## src/design/pttach_pkg.sv

```systemverilog
// Shared types, constants and codes for the pulse timestamp tachometer.
package pttach_pkg;

   // Stamp ring geometry
   localparam int DEPTH   = 3;
   localparam int SLOT_W  = (DEPTH > 1) ? $clog2(DEPTH) : 1;

   // Field widths
   localparam int TIME_W  = 32;
   localparam int AGE_W   = 20;
   localparam int RPM_W   = 24;
   localparam int CNT_W   = 5;
   localparam int OFF_W   = TIME_W + 1;

   // rpm_x16 numerator: (count-1) * 60000 * 16
   localparam int SCALE_W = 20;
   localparam logic [SCALE_W-1:0] NUM_SCALE = SCALE_W'(960000);
   localparam int NUM_W   = RPM_W;
   localparam logic [RPM_W-1:0] RPM_MAX = {RPM_W{1'b1}};

   // Shared step counter covers the ring scan and the divide iterations
   localparam int STEP_W  = $clog2((DEPTH > NUM_W) ? DEPTH : NUM_W);

   // Configuration
   localparam int CSR_AW  = 3;
   localparam logic [AGE_W-1:0] AGE_RESET = AGE_W'(6000);
   localparam logic REG_MAX_AGE = 1'b0;

   // Input word kinds
   localparam logic FUNC_PULSE = 1'b0;
   localparam logic FUNC_QUERY = 1'b1;

   typedef enum logic [2:0] {
      ST_IDLE,
      ST_SCAN,
      ST_DIV_LOAD,
      ST_DIV,
      ST_DONE
   } state_type;

   typedef struct packed {
      logic record;
      logic scan_start;
      logic scan_step;
      logic div_load;
      logic div_step;
      logic out_load;
   } cmd_type;

   typedef struct packed {
      logic scan_last;
      logic div_last;
      logic out_free;
   } status_type;

endpackage

```

## src/design/pttach_ctrl.sv

```systemverilog
// Sequencer for the tachometer: record, ring scan, divide and result hand-off.
module pttach_ctrl (
   input  logic                    clock,
   input  logic                    reset,
   input  logic                    req_tvalid,
   input  logic                    req_func,
   input  pttach_pkg::status_type  status,
   output logic                    req_tready,
   output pttach_pkg::cmd_type     cmd
);

   pttach_pkg::state_type state_ff, state_in;

   // State register
   always_ff @(posedge clock) begin
      if (reset) begin
         state_ff <= pttach_pkg::ST_IDLE;
      end else begin
         state_ff <= state_in;
      end
   end

   // Next state
   always_comb begin
      state_in = state_ff;
      unique case (state_ff)
         pttach_pkg::ST_IDLE: begin
            if (req_tvalid && req_func == pttach_pkg::FUNC_QUERY) begin
               state_in = pttach_pkg::ST_SCAN;
            end
         end
         pttach_pkg::ST_SCAN: begin
            if (status.scan_last) begin
               state_in = pttach_pkg::ST_DIV_LOAD;
            end
         end
         pttach_pkg::ST_DIV_LOAD: begin
            state_in = pttach_pkg::ST_DIV;
         end
         pttach_pkg::ST_DIV: begin
            if (status.div_last) begin
               state_in = pttach_pkg::ST_DONE;
            end
         end
         pttach_pkg::ST_DONE: begin
            if (status.out_free) begin
               state_in = pttach_pkg::ST_IDLE;
            end
         end
         default: state_in = pttach_pkg::ST_IDLE;
      endcase
   end

   // Outputs
   always_comb begin
      cmd        = '0;
      req_tready = 1'b0;
      unique case (state_ff)
         pttach_pkg::ST_IDLE: begin
            req_tready     = 1'b1;
            cmd.record     = req_tvalid && (req_func == pttach_pkg::FUNC_PULSE);
            cmd.scan_start = req_tvalid && (req_func == pttach_pkg::FUNC_QUERY);
         end
         pttach_pkg::ST_SCAN:     cmd.scan_step = 1'b1;
         pttach_pkg::ST_DIV_LOAD: cmd.div_load  = 1'b1;
         pttach_pkg::ST_DIV:      cmd.div_step  = 1'b1;
         pttach_pkg::ST_DONE:     cmd.out_load  = status.out_free;
         default: cmd = '0;
      endcase
   end

endmodule

```

## src/design/pttach_dp.sv

```systemverilog
// Tachometer datapath: stamp ring, freshness scan, restoring divider, result register.
module pttach_dp (
   input  logic                              clock,
   input  logic                              reset,
   input  pttach_pkg::cmd_type               cmd,
   output pttach_pkg::status_type            status,
   input  logic [pttach_pkg::TIME_W-1:0]     now_ms,
   input  logic [pttach_pkg::AGE_W-1:0]      max_age_ms,
   input  logic                              rsp_tready,
   output logic                              rsp_tvalid,
   output logic [pttach_pkg::RPM_W-1:0]      rpm_x16,
   output logic [pttach_pkg::CNT_W-1:0]      points_used,
   output logic                              no_reading
);

   // Stamp ring and its valid bits
   logic [pttach_pkg::TIME_W-1:0] ring_ff [pttach_pkg::DEPTH];
   logic [pttach_pkg::DEPTH-1:0]  valid_ff;
   logic [pttach_pkg::SLOT_W-1:0] wslot_ff;

   // Scan state
   logic [pttach_pkg::TIME_W-1:0]        now_ff;
   logic [pttach_pkg::STEP_W-1:0]        step_ff, step_in;
   logic [pttach_pkg::CNT_W-1:0]         count_ff, count_in;
   logic signed [pttach_pkg::OFF_W-1:0]  lo_ff, lo_in, hi_ff, hi_in;

   // Divider state
   logic [pttach_pkg::OFF_W-1:0]  span_ff;
   logic [pttach_pkg::OFF_W-1:0]  rem_ff, rem_in;
   logic [pttach_pkg::NUM_W-1:0]  quo_ff, quo_in;
   logic                          zero_span_ff;
   logic                          reading_ff;

   // Result register
   logic                          rsp_valid_ff;
   logic [pttach_pkg::RPM_W-1:0]  rpm_ff;
   logic [pttach_pkg::CNT_W-1:0]  points_ff;
   logic                          no_reading_ff;

   // Freshness test of the slot under scan
   logic [pttach_pkg::SLOT_W-1:0]       idx;
   logic [pttach_pkg::TIME_W-1:0]       diff;
   logic signed [pttach_pkg::OFF_W-1:0] off;
   logic [pttach_pkg::OFF_W-1:0]        age;
   logic                                fresh;

   assign idx   = step_ff[pttach_pkg::SLOT_W-1:0];
   assign diff  = ring_ff[idx] - now_ff;
   assign off   = $signed({diff[pttach_pkg::TIME_W-1], diff});
   assign age   = off[pttach_pkg::OFF_W-1] ? pttach_pkg::OFF_W'(-off)
                                           : pttach_pkg::OFF_W'(off);
   assign fresh = valid_ff[idx] &&
                  (age < {{(pttach_pkg::OFF_W-pttach_pkg::AGE_W){1'b0}}, max_age_ms});

   // Numerator and span for the divide
   logic [pttach_pkg::CNT_W-1:0]                    cnt_less;
   logic [pttach_pkg::CNT_W+pttach_pkg::SCALE_W-1:0] num_wide;
   logic                                            reading;
   logic [pttach_pkg::OFF_W-1:0]                    span;

   assign cnt_less = count_ff - pttach_pkg::CNT_W'(1);
   assign num_wide = cnt_less * pttach_pkg::NUM_SCALE;
   assign reading  = count_ff >= pttach_pkg::CNT_W'(2);
   assign span     = pttach_pkg::OFF_W'(hi_ff - lo_ff);

   // One restoring divide step
   logic [pttach_pkg::OFF_W:0] rem_shift;
   logic                       rem_ge;

   assign rem_shift = {rem_ff, quo_ff[pttach_pkg::NUM_W-1]};
   assign rem_ge    = rem_shift >= {1'b0, span_ff};

   // Ring writes
   always_ff @(posedge clock) begin
      if (cmd.record) begin
         ring_ff[wslot_ff] <= now_ms;
      end
   end

   always_ff @(posedge clock) begin
      if (reset) begin
         valid_ff <= '0;
         wslot_ff <= '0;
      end else if (cmd.record) begin
         valid_ff[wslot_ff] <= 1'b1;
         if (wslot_ff == pttach_pkg::SLOT_W'(pttach_pkg::DEPTH-1)) begin
            wslot_ff <= '0;
         end else begin
            wslot_ff <= wslot_ff + pttach_pkg::SLOT_W'(1);
         end
      end
   end

   // Scan accumulators and step counter
   always_comb begin
      step_in  = step_ff;
      count_in = count_ff;
      lo_in    = lo_ff;
      hi_in    = hi_ff;
      rem_in   = rem_ff;
      quo_in   = quo_ff;
      priority if (cmd.scan_start) begin
         step_in  = '0;
         count_in = '0;
      end else if (cmd.scan_step) begin
         step_in = step_ff + pttach_pkg::STEP_W'(1);
         if (fresh) begin
            count_in = count_ff + pttach_pkg::CNT_W'(1);
            if (count_ff == '0 || off < lo_ff) lo_in = off;
            if (count_ff == '0 || off > hi_ff) hi_in = off;
         end
      end else if (cmd.div_load) begin
         step_in = '0;
         rem_in  = '0;
         quo_in  = reading ? num_wide[pttach_pkg::NUM_W-1:0] : '0;
      end else if (cmd.div_step) begin
         step_in = step_ff + pttach_pkg::STEP_W'(1);
         rem_in  = rem_ge ? pttach_pkg::OFF_W'(rem_shift - {1'b0, span_ff})
                          : rem_shift[pttach_pkg::OFF_W-1:0];
         quo_in  = {quo_ff[pttach_pkg::NUM_W-2:0], rem_ge};
      end
   end

   always_ff @(posedge clock) begin
      if (reset) begin
         step_ff  <= '0;
         count_ff <= '0;
      end else begin
         step_ff  <= step_in;
         count_ff <= count_in;
      end
   end

   always_ff @(posedge clock) begin
      lo_ff  <= lo_in;
      hi_ff  <= hi_in;
      rem_ff <= rem_in;
      quo_ff <= quo_in;
      if (cmd.scan_start) begin
         now_ff <= now_ms;
      end
      if (cmd.div_load) begin
         span_ff      <= span;
         zero_span_ff <= (span == '0);
         reading_ff   <= reading;
      end
   end

   // Result register, freed when the receiver takes the word
   always_ff @(posedge clock) begin
      if (reset) begin
         rsp_valid_ff <= 1'b0;
      end else if (cmd.out_load) begin
         rsp_valid_ff <= 1'b1;
      end else if (rsp_tready) begin
         rsp_valid_ff <= 1'b0;
      end
   end

   always_ff @(posedge clock) begin
      if (cmd.out_load) begin
         rpm_ff        <= !reading_ff ? '0 : (zero_span_ff ? pttach_pkg::RPM_MAX : quo_ff);
         points_ff     <= count_ff;
         no_reading_ff <= !reading_ff;
      end
   end

   assign status.scan_last = (step_ff == pttach_pkg::STEP_W'(pttach_pkg::DEPTH-1));
   assign status.div_last  = (step_ff == pttach_pkg::STEP_W'(pttach_pkg::NUM_W-1));
   assign status.out_free  = !rsp_valid_ff || rsp_tready;

   assign rsp_tvalid  = rsp_valid_ff;
   assign rpm_x16     = rpm_ff;
   assign points_used = points_ff;
   assign no_reading  = no_reading_ff;

   // Checks
   a_count_bound: assert property (@(posedge clock) disable iff (reset)
      count_ff <= pttach_pkg::CNT_W'(pttach_pkg::DEPTH))
      else $error("fresh stamp count exceeds ring depth");

   a_wslot_bound: assert property (@(posedge clock) disable iff (reset)
      wslot_ff <= pttach_pkg::SLOT_W'(pttach_pkg::DEPTH-1))
      else $error("write slot out of ring range");

   a_no_reading_zero: assert property (@(posedge clock) disable iff (reset)
      rsp_valid_ff && no_reading_ff |-> rpm_ff == '0)
      else $error("rpm not zero without a reading");

   a_load_shows: assert property (@(posedge clock) disable iff (reset)
      cmd.out_load |=> rsp_valid_ff)
      else $error("loaded result not presented");

endmodule

```

## src/design/pulse_timestamp_tachometer_core.sv

```systemverilog
// Top level of the pulse timestamp tachometer: stream ports, register port, core wiring.
//
// Input words arrive on req_*: tuser selects a sensor pulse (0) or a speed query (1),
// tdata carries the current millisecond time. A pulse is stored in the stamp ring in
// the cycle it is accepted and produces no output word. A query scans the DEPTH stamps
// one per cycle, then runs a 24-step restoring divide, and returns one word on rsp_*:
// rpm times 16, the count of fresh stamps, and a no-reading flag in tuser.
// A query passes through the serial ring scan, a divider load, the one-bit-per-cycle
// divide and a done state before its word reaches the result register. Only one
// query is in work at a time; req_tready is high only while the sequencer is idle.
// The result register holds a finished word while rsp_tready is low; the block still
// takes new pulses and starts the next query, which then waits in its last step
// until the register frees.
// max_age_ms sits at byte address 0 of the APB-style port (pready always high);
// synchronous reset sets it to 6000, clears all stamp valid bits, the write slot,
// and drops any pending result.
module pulse_timestamp_tachometer_core (
   input  logic        clock,
   input  logic        reset,
   // Input stream
   input  logic        req_tvalid,
   output logic        req_tready,
   input  logic [31:0] req_tdata,   // [31:0] now_ms
   input  logic        req_tuser,   // [0] func
   // Result stream
   output logic        rsp_tvalid,
   input  logic        rsp_tready,
   output logic [31:0] rsp_tdata,   // [23:0] rpm_x16, [28:24] points_used, [31:29] zero
   output logic        rsp_tuser,   // [0] no_reading
   // Register port
   input  logic                          csr_psel,
   input  logic                          csr_penable,
   input  logic                          csr_pwrite,
   input  logic [pttach_pkg::CSR_AW-1:0] csr_paddr,
   input  logic [31:0]                   csr_pwdata,
   output logic [31:0]                   csr_prdata,
   output logic                          csr_pready
);

   pttach_pkg::cmd_type    cmd;
   pttach_pkg::status_type status;

   logic [pttach_pkg::AGE_W-1:0] max_age_ff;
   logic [pttach_pkg::RPM_W-1:0] rpm_x16;
   logic [pttach_pkg::CNT_W-1:0] points_used;
   logic                         csr_hit;

   // Register file: a single age limit, one word per 4 bytes
   assign csr_pready = 1'b1;
   assign csr_hit    = (csr_paddr[pttach_pkg::CSR_AW-1] == pttach_pkg::REG_MAX_AGE);

   always_ff @(posedge clock) begin
      if (reset) begin
         max_age_ff <= pttach_pkg::AGE_RESET;
      end else if (csr_psel && csr_penable && csr_pwrite && csr_hit) begin
         max_age_ff <= csr_pwdata[pttach_pkg::AGE_W-1:0];
      end
   end

   assign csr_prdata = csr_hit ? {{(32-pttach_pkg::AGE_W){1'b0}}, max_age_ff} : '0;

   pttach_ctrl u_ctrl (
      .clock      (clock),
      .reset      (reset),
      .req_tvalid (req_tvalid),
      .req_func   (req_tuser),
      .status     (status),
      .req_tready (req_tready),
      .cmd        (cmd)
   );

   pttach_dp u_dp (
      .clock       (clock),
      .reset       (reset),
      .cmd         (cmd),
      .status      (status),
      .now_ms      (req_tdata),
      .max_age_ms  (max_age_ff),
      .rsp_tready  (rsp_tready),
      .rsp_tvalid  (rsp_tvalid),
      .rpm_x16     (rpm_x16),
      .points_used (points_used),
      .no_reading  (rsp_tuser)
   );

   // Result word packing
   assign rsp_tdata = {3'b000, points_used, rpm_x16};

endmodule
```

## config.mk

```make
export PLATFORM = sky130hd
export DESIGN_NAME = pulse_timestamp_tachometer_core
export DESIGN_NICKNAME = d
export VERILOG_FILES = /design/src/design/pttach_pkg.sv /design/src/design/pttach_ctrl.sv /design/src/design/pttach_dp.sv /design/src/design/pulse_timestamp_tachometer_core.sv
export SDC_FILE = /design/constraint.sdc
export NUM_CORES = 1
export LEC_CHECK = 0
export BUFFER_PORTS_ARGS = -buffer_cell sky130_fd_sc_hd__buf_2
export CORE_ASPECT_RATIO = 2
export CORE_MARGIN = 5
export CORE_UTILIZATION = 54
export CTS_CLUSTER_SIZE = 20
export DETAILED_ROUTE_END_ITERATION = 8
export HOLD_SLACK_MARGIN = 0.02
export PLACE_DENSITY = 0.75
export SLEW_MARGIN = 15
export SYNTH_ARGS = -nofsm -noshare
export SYNTH_HDL_FRONTEND = slang
export SYNTH_SLANG_ARGS = --single-unit
```

## constraint.sdc

```tcl
create_clock -name clock -period 8 [get_ports clock]
set_input_delay 1.6 -clock clock [delete_from_list [all_inputs] [get_ports clock]]
set_output_delay 1.6 -clock clock [all_outputs]
set_load 0.005 [all_outputs]
```

==> results.yml, run 1 <==
drt:
  detail-route-antenna-nets: 0
  drt-pass1-iter-count: 5
  wl_mm: 48.25
  drc: 0
  drt_iter0_markers: 660
  viasPerCell: 5.684
  num_vias: 15820
  wl_per_cell_um: 17.34
timing:
  relSlewSlack_pct: 32.40
  final.setup.tns_ns: 0
  finalSetupViolCount: 0
  grt_setup_unrepaired: "false"
  finalCritPeriodShare_pct: 91.96
  min_period_ns: 7.357
  drv_slew: 0
  skew_ns: 0.01460
  holdWs_ns: 0.4569
  worst_slew_pin_slew_ns: 0.9885
  hold_viol: 0
  max_freq_mhz: 135.9
die:
  core_area_sq_mm: 0.04021
  die_h_um: 294.7
  dieWidth_um: 152.4
  num_io_pins: 143
  rows: 104
  dieArea_sq_mm: 0.04491
  initial_core_util_pct: 54.44
global_route:
  grt_max_degree: 60
  grt_pass1_wl_mm: 77.45
  track_usage_pct: 20.96
  antenna_found_initial: 0
  met2_usage_pct: 43.20
  top_usage_layer: "met2"
  use_met3_pct: 1.954
  grt.overflow.total: 0
  grt_pass1_vias: 16420
  grt_use_met1_pct: 19.42
yosys:
  synth_warnings: 0
  synth-xor-area-share_pct: 4.441
  ys_seq_elements: 355
  yosysSeqAreaShare_pct: 46.82
  synth_ff_type: "edfxtp_1"
  syn-cell-area_sq_mm: 0.02189
  synth.distinct_cells: 92
  synthAdderAreaFrac_pct: 13.15
  synth_top_family_by_area: "compound AO/OA/AOI/OAI gates"
  syn_area_per_cell_sq_um: 10.38
  synthMuxAreaShare_pct: 2.709
  synth-edff-count: 314
  async_reset_ff_share_pct: 0
  synth-compound-area-share_pct: 14.49
  syn_inst: 2108
  synthSimpleGateAreaFrac_pct: 13.26
setup_path:
  path_common_cell: "o21ai_0"
  cp.arrival_ns: 7.64
  regToRegSetupSlack_ns: 0.64
  critPathLaunchType: "register"
  critPathMaxFanout: 32
  worstPathRequired_ns: 8.28
  end_kind: "register"
  slowest_delay_ns: 0.48
  slowest_stage: "dfxtp_2"
  path_class: "register to register"
place:
  gp_congestion: 0.9120
  dp_hpwl_mm: 37.52
  portBuffers: 112
clock_network:
  clockBufferDepth: 3
  cts_resized: 0
  cts-hold-fix-buffers: 0
  h-tree-depth: 1
  cts_setup_buffers: 0
  insertion_delay_ns: 0.60
  path_clk_slew_ns: 0.06
  clock_sinks: 355
  cts_tree: "done"
  root_buffer: "clkbuf_16"
  numCtsBuffers: 31
final_layout:
  final_common_cell: "edfxtp_1"
  antennaDiodeCount: 0
  fillers: 3266
  areaGrowthSynthToFinish_pct: 10.33
  seq_area_sq_mm: 0.01025
  drive_gt1_share_pct: 10.16
  multi_input_area_sq_mm: 0.01062
  fin_nets: 2528
  final_cell_mix: "edfxtp_1, inv_1, ha_1"
outcome:
  status: "finished, final reports clean"
run:
  maxCapViolCount: 0
pwr:
  powerDensity_mw_per_mm2: 186.0
  ir_drop_mv: 0.2311
  p_leak_nw: 9.934
min_path:
  holdCritPathClass: "register to register"
-- worst paths after layout --
path	end	depth (start not counted)	start
min	max_age_ff[15]	2	max_age_ff[15]
min reg2reg	max_age_ff[15]	2	max_age_ff[15]
max reg2reg	u_dp.lo_ff[3]	30	register
max	u_dp.lo_ff[3]	30	register
-- critical path, delay by kind of cell, from the launching register on --
kind | cells | cell delay (ns)
AOI/OAI and AO/OA | 16 | 3.32
adders and majority gates | 2 | 0.65
xor gates and xnor gates | 1 | 0.48
and+or+nand+nor | 6 | 0.92
DFF | 1 | 0.48
buffers and inverters | 4 | 0.95
muxes | 1 | 0.20
-- cells by family (layout without fill, tap and decap cells) --
| kind of cell | count (synthesis) | count (layout) |
|---|---|---|
| other | 2 | 16 |
| adders and majority gates | 224 | 224 |
| DFF | 355 | 355 |
| AOI/OAI and AO/OA | 487 | 487 |
| buffers and inverters | 280 | 411 |
| muxes | 59 | 59 |
| xor gates and xnor gates | 111 | 111 |
| and+or+nand+nor | 590 | 590 |
-- synthesized netlist by cell type, types with 6 or more instances --
cell	count	area share (%)
a211o_1	10	0.40
a211oi_1	12	0.41
a21boi_0	7	0.24
a21o_1	55	1.9
a21oi_1	143	3.3
a22o_1	11	0.44
a31o_2	9	0.36
a31oi_1	15	0.43
and2_1	15	0.43
and3_1	16	0.46
and4_1	6	0.24
buf_4	16	0.55
clkbuf_1	40	0.69
dfxtp_1	41	3.7
edfxtp_1	314	43
fa_1	10	0.91
ha_1	214	12
inv_1	215	3.7
mux2i_1	57	2.6
nand2_1	151	2.6
nand2b_1	22	0.63
nand3_1	25	0.57
nand4_1	29	0.83
nor2_1	198	3.4
nor2b_1	33	0.94
nor3_1	28	0.64
nor4_1	11	0.31
o211ai_1	6	0.21
o21a_1	24	0.82
o21ai_0	107	2.4
o21bai_1	17	0.58
o22ai_1	6	0.17
o31ai_1	14	0.48
or2_2	6	0.17
or3_1	9	0.26
or4_1	7	0.24
xnor2_1	68	2.7
xor2_1	43	1.7
-- stage by stage --
step                setup slack (ns)  util [%]  instances  total power (W)  instance area, sq um
floorplan                     0.3935         -       2122         0.002753                 21950
detailed placement            0.6676     57.54       2726         0.003006                 23140
CTS                           0.6148     60.07       2783         0.004523                 24150
finish                        0.6431     60.07       2783         0.004492                 24150
global placement              0.7695     57.54       2726         0.002971                 23140
global route                  0.2410     60.07       2783         0.004704                 24150
-- layout make-up --
| type | count | share of cell area (%) |
|---|---|---|
| inverters | 216 | 3.357 |
| well taps | 530 | 2.746 |
| clock buffers | 36 | 3.290 |
| clock inverters | 21 | 0.9170 |
| repair buffers | 138 | 3.284 |
| flip-flops and latches | 355 | 42.45 |
| multi-input cells | 1487 | 43.96 |
-- registers in the layout (all words and copies together), names as in the netlist, 2 cells and up, named ones only --
register / count
u_dp.now_ff: 32
u_dp.quo_ff: 24
u_dp.ring_ff: 96
u_dp.span_ff: 33
u_dp.rpm_x16: 24
max_age_ff: 20
u_ctrl.state_ff: 3
u_dp.step_ff: 5
u_dp.wslot_ff: 2
u_dp.count_ff: 5
u_dp.valid_ff: 3
u_dp.hi_ff: 32
u_dp.lo_ff: 32
u_dp.points_used: 5
u_dp.rem_ff: 33
-- layer usage --
metal	part of all wire (%)	vias up
met5	0	-
met4	6.0	0
met3	3.1	150
met2	57	359
met1	34	7504
li1	-	7806
-- power by group --
| group | switching [W] | internal, W | leakage (nW) |
|---|---|---|---|
| combinational | 0.000558 | 0.000351 | 6.27 |
| sequential | 0.0000107 | 0.00206 | 3.18 |
| clock | 0.000673 | 0.000842 | 0.490 |
Power figures use the tool's default switching activity.
==> run 2, diff against run 1 <==
CORE_UTILIZATION = 55   (was 54)
PLACE_DENSITY = 0.76   (was 0.75)
==> run 2 against run 1 <==
Against the previous run:
- sequential share of layout area hardly changed
- routed wire length is 1.3% higher
- final cell count down 0.25%
- via count increased by 0.20%
- flip-flop and latch count is the same
- worst setup slack improved by 0.30 ns
- clock power is 3% higher
- die area decreased by 1.7%
- non-clock buffer count down 3
- fmax is 4.2% higher
- first-iteration DRC count grew 5.0%
- critical endpoint unchanged
==> results.yml, run 2 (synthesis gave the netlist of run 1 again) <==
outcome:
  status: "finished, final reports clean"
setup_path:
  end_kind: "register"
  critPathMaxFanout: 32
  slowest_stage: "a2111o_1"
  slowest_delay_ns: 0.49
  rr_worst_depth: 29
  path_class: "register to register"
  path_common_cell: "o21ai_0"
  cp.arrival_ns: 7.34
  worstPathRequired_ns: 8.28
  critPathLaunchType: "register"
timing:
  finalCritPeriodShare_pct: 88.25
  min_period_ns: 7.060
  max_freq_mhz: 141.6
  grt_setup_unrepaired: "false"
  worst_slew_pin_slew_ns: 1.029
  final.setup.tns_ns: 0
  relSlewSlack_pct: 31.36
  setup_slack_ns: 0.9403
  hold_viol: 0
  drv_slew: 0
  finalSetupViolCount: 0
  skew_ns: 0.02502
clock_network:
  h-tree-depth: 1
  cts_tree: "done"
  cts-hold-fix-buffers: 0
  cts_resized: 0
  clockBufferDepth: 3
  numCtsBuffers: 31
  insertion_delay_ns: 0.61
  cts_setup_buffers: 0
  clock_sinks: 355
  root_buffer: "clkbuf_16"
  path_clk_slew_ns: 0.07
pwr:
  power.share.sequential_pct: 45.5
  netSwitchingFraction_pct: 28.18
  clockPowerShare_pct: 34.2
  p_comb_share_pct: 20.3
  p_leak_nw: 9.929
  power_switching_w: 0.001279
  internal-power_w: 0.003258
  powerDensity_mw_per_mm2: 187.8
  ir_drop_mv: 0.2290
die:
  core_area_sq_mm: 0.03944
  rows: 103
  dieWidth_um: 151.1
  num_io_pins: 143
  dieArea_sq_mm: 0.04413
  die_h_um: 292.1
  initial_core_util_pct: 55.51
final_layout:
  largest_reg_flops: 96
  antennaDiodeCount: 0
  fin_nets: 2525
  final_common_cell: "edfxtp_1"
  drive_gt1_share_pct: 10.17
  largest-register: "u_dp.ring_ff"
  final_cell_mix: "edfxtp_1, inv_1, ha_1"
  reg.largest.list: "u_dp.ring_ff: 96 flops, u_dp.rem_ff: 33 flops, u_dp.span_ff: 33 flops"
  final_cell_area_sq_mm: 0.02416
  instances_no_fill: 2776
  areaGrowthSynthToFinish_pct: 10.37
place:
  dp_cells: 2718
  place_area_sq_mm: 0.02312
  portBuffers: 112
  dp_hpwl_mm: 37.54
  pre_cts_slack_ns: 0.9595
  gp_congestion: 0.9159
drt:
  drt_iter0_markers: 693
  wl_per_cell_um: 17.61
  num_vias: 15850
  drt-pass1-iter-count: 5
  wl_mm: 48.89
  detail-route-antenna-nets: 0
  viasPerCell: 5.710
  drc: 0
global_route:
  track_usage_pct: 22.11
  grt_pass1_vias: 16700
  grt.overflow.total: 0
  antenna_found_initial: 0
  grt_max_degree: 65
  grt_pass1_wl_mm: 78.89
run:
  maxCapViolCount: 0
min_path:
  min_path_cells: 2
  holdCritPathClass: "register to register"
-- run 2: cell types whose count changed in the layout (fill, tap and decap cells not counted), sizes merged --
cell      delta
buf          -3
bufinv       -1
clkbuf       +5
clkinv       -7
clkinvlp     +1
inv          +3
-- run 2: area by class of cell --
| cell class | count | area [sq um] |
|---|---|---|
| Fill cell | 3262 | 15270 |
| Multi-Input combinational cell | 1487 | 10620 |
| Sequential cell | 355 | 10250 |
| Clock buffer | 41 | 843.3 |
| Inverter | 216 | 810.8 |
| Timing Repair Buffer | 135 | 783.3 |
| Tap cell | 525 | 656.9 |
| Clock inverter | 17 | 200.2 |
-- run 2: layer usage --
metal	routed length [um]	up-vias	global-route usage, %
met2	27390	381	43.78
met3	1566	173	2.189
li1	-	7803	-
met1	16530	7493	20.60
met5	0	-	0
met4	3406	0	14.15
-- run 2: final timing paths --
check,from,to,slack (ns)
max,register,u_dp.lo_ff[3],0.94
min,max_age_ff[15],max_age_ff[15],0.46
max reg2reg,register,u_dp.lo_ff[3],0.94
min reg2reg,max_age_ff[15],max_age_ff[15],0.46
-- run 2: worst max-delay path, delay by kind of cell (launching register included) --
family / cells / cell delay, ns
mux: 1 / 0.22
simple gates: 4 / 0.62
compound gates: 18 / 3.63
xor+xnor: 1 / 0.45
flops: 1 / 0.34
buf+inv: 3 / 0.63
fa+ha+maj: 2 / 0.73
-- run 2: power by group through the flow --
stage	registers [W]	logic (W)	clock network, W
after CTS	0.00206	0.000914	0.00158
after global routing	0.00207	0.00102	0.00165
after detailed placement	0.00211	0.000904	0
after global placement	0.00210	0.000865	0
after floorplan	0.00210	0.000649	0
final	0.00207	0.000919	0.00155
-- run 2: per-stage QoR --
stage / hold slack [ns] / utilization (%) / total power, W
floorplan: 0.4082 / - / 0.002753
global placement: 0.4440 / 58.62 / 0.002970
detailed placement: 0.4347 / 58.62 / 0.003010
CTS: 0.4556 / 61.27 / 0.004557
global route: 0.4610 / 61.27 / 0.004738
finish: 0.4574 / 61.27 / 0.004537
==> run 3, diff against run 2 <==
PLACE_DENSITY = 0.73   (was 0.76)
TNS_END_PERCENT = 10   (was default)
clock period = 7.8 ns   (was 8 ns; I/O delays follow)
==> run 3 against run 2 <==
Against the previous run:
- critical path depth grew 1
- non-clock buffer count grew 10
- sequential share of layout area is essentially flat
- clock power shrank 3%
- worst setup slack lost 0.37 ns
- combinational power grew 2.9%
- total power grew 0.89%
- largest power group unchanged
- fmax shrank 2.3%
==> results.yml, run 3 (synthesis gave the netlist of run 1 again) <==
outcome:
  status: "finished, final reports clean"
die:
  initial_core_util_pct: 55.51
  rows: 103
  core_area_sq_mm: 0.03944
  num_io_pins: 143
  dieWidth_um: 151.1
  dieArea_sq_mm: 0.04413
  die_h_um: 292.1
clock_network:
  insertion_delay_ns: 0.59
  h-tree-depth: 1
  numCtsBuffers: 31
  clock_sinks: 355
  cts_setup_buffers: 0
  root_buffer: "clkbuf_16"
  clockBufferDepth: 3
  cts_tree: "done"
  path_clk_slew_ns: 0.07
setup_path:
  path_common_cell: "o21ai_0"
  r2r_end: "u_dp.lo_ff[4]"
  slowest_stage: "xor2_1"
  cp.arrival_ns: 7.51
  rr_worst_depth: 30
  path_class: "register to register"
  worstPathRequired_ns: 8.08
  regToRegSetupSlack_ns: 0.57
  critPathMaxFanout: 32
  slowest_delay_ns: 0.52
  critPathLaunchType: "register"
  end_kind: "register"
timing:
  max_freq_mhz: 138.4
  skew_ns: 0.01499
  finalSetupViolCount: 0
  min_period_ns: 7.228
  drv_slew: 0
  hold_viol: 0
  worst_slew_pin_slew_ns: 1.025
  relSlewSlack_pct: 31.65
  finalCritPeriodShare_pct: 92.66
  grt_setup_unrepaired: "false"
place:
  portBuffers: 112
  gp_congestion: 0.9240
  dp_hpwl_mm: 38.16
  dp_cells: 2728
drt:
  detail-route-antenna-nets: 0
  wl_mm: 49.35
  wl_per_cell_um: 17.72
  drt-pass1-iter-count: 5
  num_vias: 15960
  drt_iter0_markers: 620
  drc: 0
  viasPerCell: 5.730
global_route:
  grt.overflow.total: 0
  antenna_found_initial: 0
  grt_pass1_wl_mm: 79.72
  grt_max_degree: 59
  grt_pass1_vias: 16620
  track_usage_pct: 22.38
pwr:
  p_leak_nw: 9.946
  power.share.sequential_pct: 46.3
  power_switching_w: 0.001301
  powerDensity_mw_per_mm2: 189.5
  netSwitchingFraction_pct: 28.41
  internal-power_w: 0.003277
  clockPowerShare_pct: 33.0
  ir_drop_mv: 0.2186
  p_comb_share_pct: 20.7
  total_power_w: 0.004577
final_layout:
  antennaDiodeCount: 0
  final_common_cell: "edfxtp_1"
  fin_nets: 2535
  final_cell_mix: "edfxtp_1, inv_1, ha_1"
  reg.largest.list: "u_dp.ring_ff: 96 flops, u_dp.rem_ff: 33 flops, u_dp.span_ff: 33 flops"
  largest-register: "u_dp.ring_ff"
  drive_gt1_share_pct: 10.53
  largest_reg_flops: 96
  areaGrowthSynthToFinish_pct: 10.33
  instances_no_fill: 2785
  fillers: 3325
min_path:
  hp-start: "u_dp.count_ff[4]"
  holdCritPathClass: "register to register"
  min_to: "u_dp.points_used[4]"
  min_path_cells: 0
run:
  maxCapViolCount: 0
## run 3: changes by cell type in the layout (fill, tap and decap cells not counted), sizes merged
cell,change
buf,+10
clkinvlp,+1
inv,-2
bufinv,-1
clkbuf,-6
clkinv,+7
## run 3: final cells by class
| class | count | area (sq um) | share of cell area (%) |
|---|---|---|---|
| Inverter | 216 | 810.8 | 3.357 |
| Tap cell | 525 | 656.9 | 2.720 |
| Sequential cell | 355 | 10250 | 42.46 |
| Clock buffer | 35 | 790.8 | 3.274 |
| Clock inverter | 22 | 190.2 | 0.7874 |
| Multi-Input combinational cell | 1487 | 10620 | 43.95 |
| Timing Repair Buffer | 145 | 833.3 | 3.450 |
## run 3: through the flow
stage                     worst slack [ns]  area, sq um  TNS (ns)  hold WS [ns]  util (%)
final                               0.5724        24150         0        0.4468     61.25
after global routing               0.01961        24150         0        0.4590     61.25
after CTS                           0.4628        24150         0        0.4572     61.24
after detailed placement            0.4978        23170         0        0.4390     58.75
after global placement              0.5319        23170         0        0.4382     58.75
after floorplan                    -0.3769        21950    -12.06        0.4082         -
## run 3: power groups by stage
stage	clock network (W)	registers (W)	logic, W
2_1_floorplan	0	0.00216	0.000665
4_1_cts	0.00154	0.00212	0.000939
6_report	0.00151	0.00212	0.000946
3_3_place_gp	0	0.00216	0.000893
5_1_grt	0.00162	0.00212	0.00105
3_5_place_dp	0	0.00216	0.000931
## run 3: how the worst max path moves through the flow
stage | cells past startpoint | startpoint | endpoint
after floorplan | 31 | register | u_dp.hi_ff[0]
after global placement | 28 | register | u_dp.lo_ff[1]
after detailed placement | 29 | register | u_dp.hi_ff[0]
after CTS | 30 | register | u_dp.hi_ff[18]
after global routing | 32 | register | u_dp.hi_ff[18]
final | 30 | register | u_dp.lo_ff[4]
## run 3: worst max-delay path, delay by kind of cell (launching register included)
family	cells	cell delay, ns
AO/OA/AOI/OAI	18	3.50
XOR/XNOR	1	0.52
adder cells (fa/ha/maj)	2	0.70
buffers and inverters	4	0.84
flip-flops	1	0.48
multiplexers	1	0.20
AND/OR/NAND/NOR	4	0.65
## run 3: timing repair
item / in CTS / in global routing
endpoints found under the setup margin: 0 / 64
hold buffers: 0 / 0
resized for setup: 0 / 2
endpoints found under the hold margin: 0 / 0
## run 3: per-layer routing
layer	global-route usage (%)	wire [um]	vias up
met3	2.189	1563	145
met4	12.71	3062	0
met2	44.12	27720	340
met1	21.78	17000	7645
met5	0	0	-
li1	-	-	7829
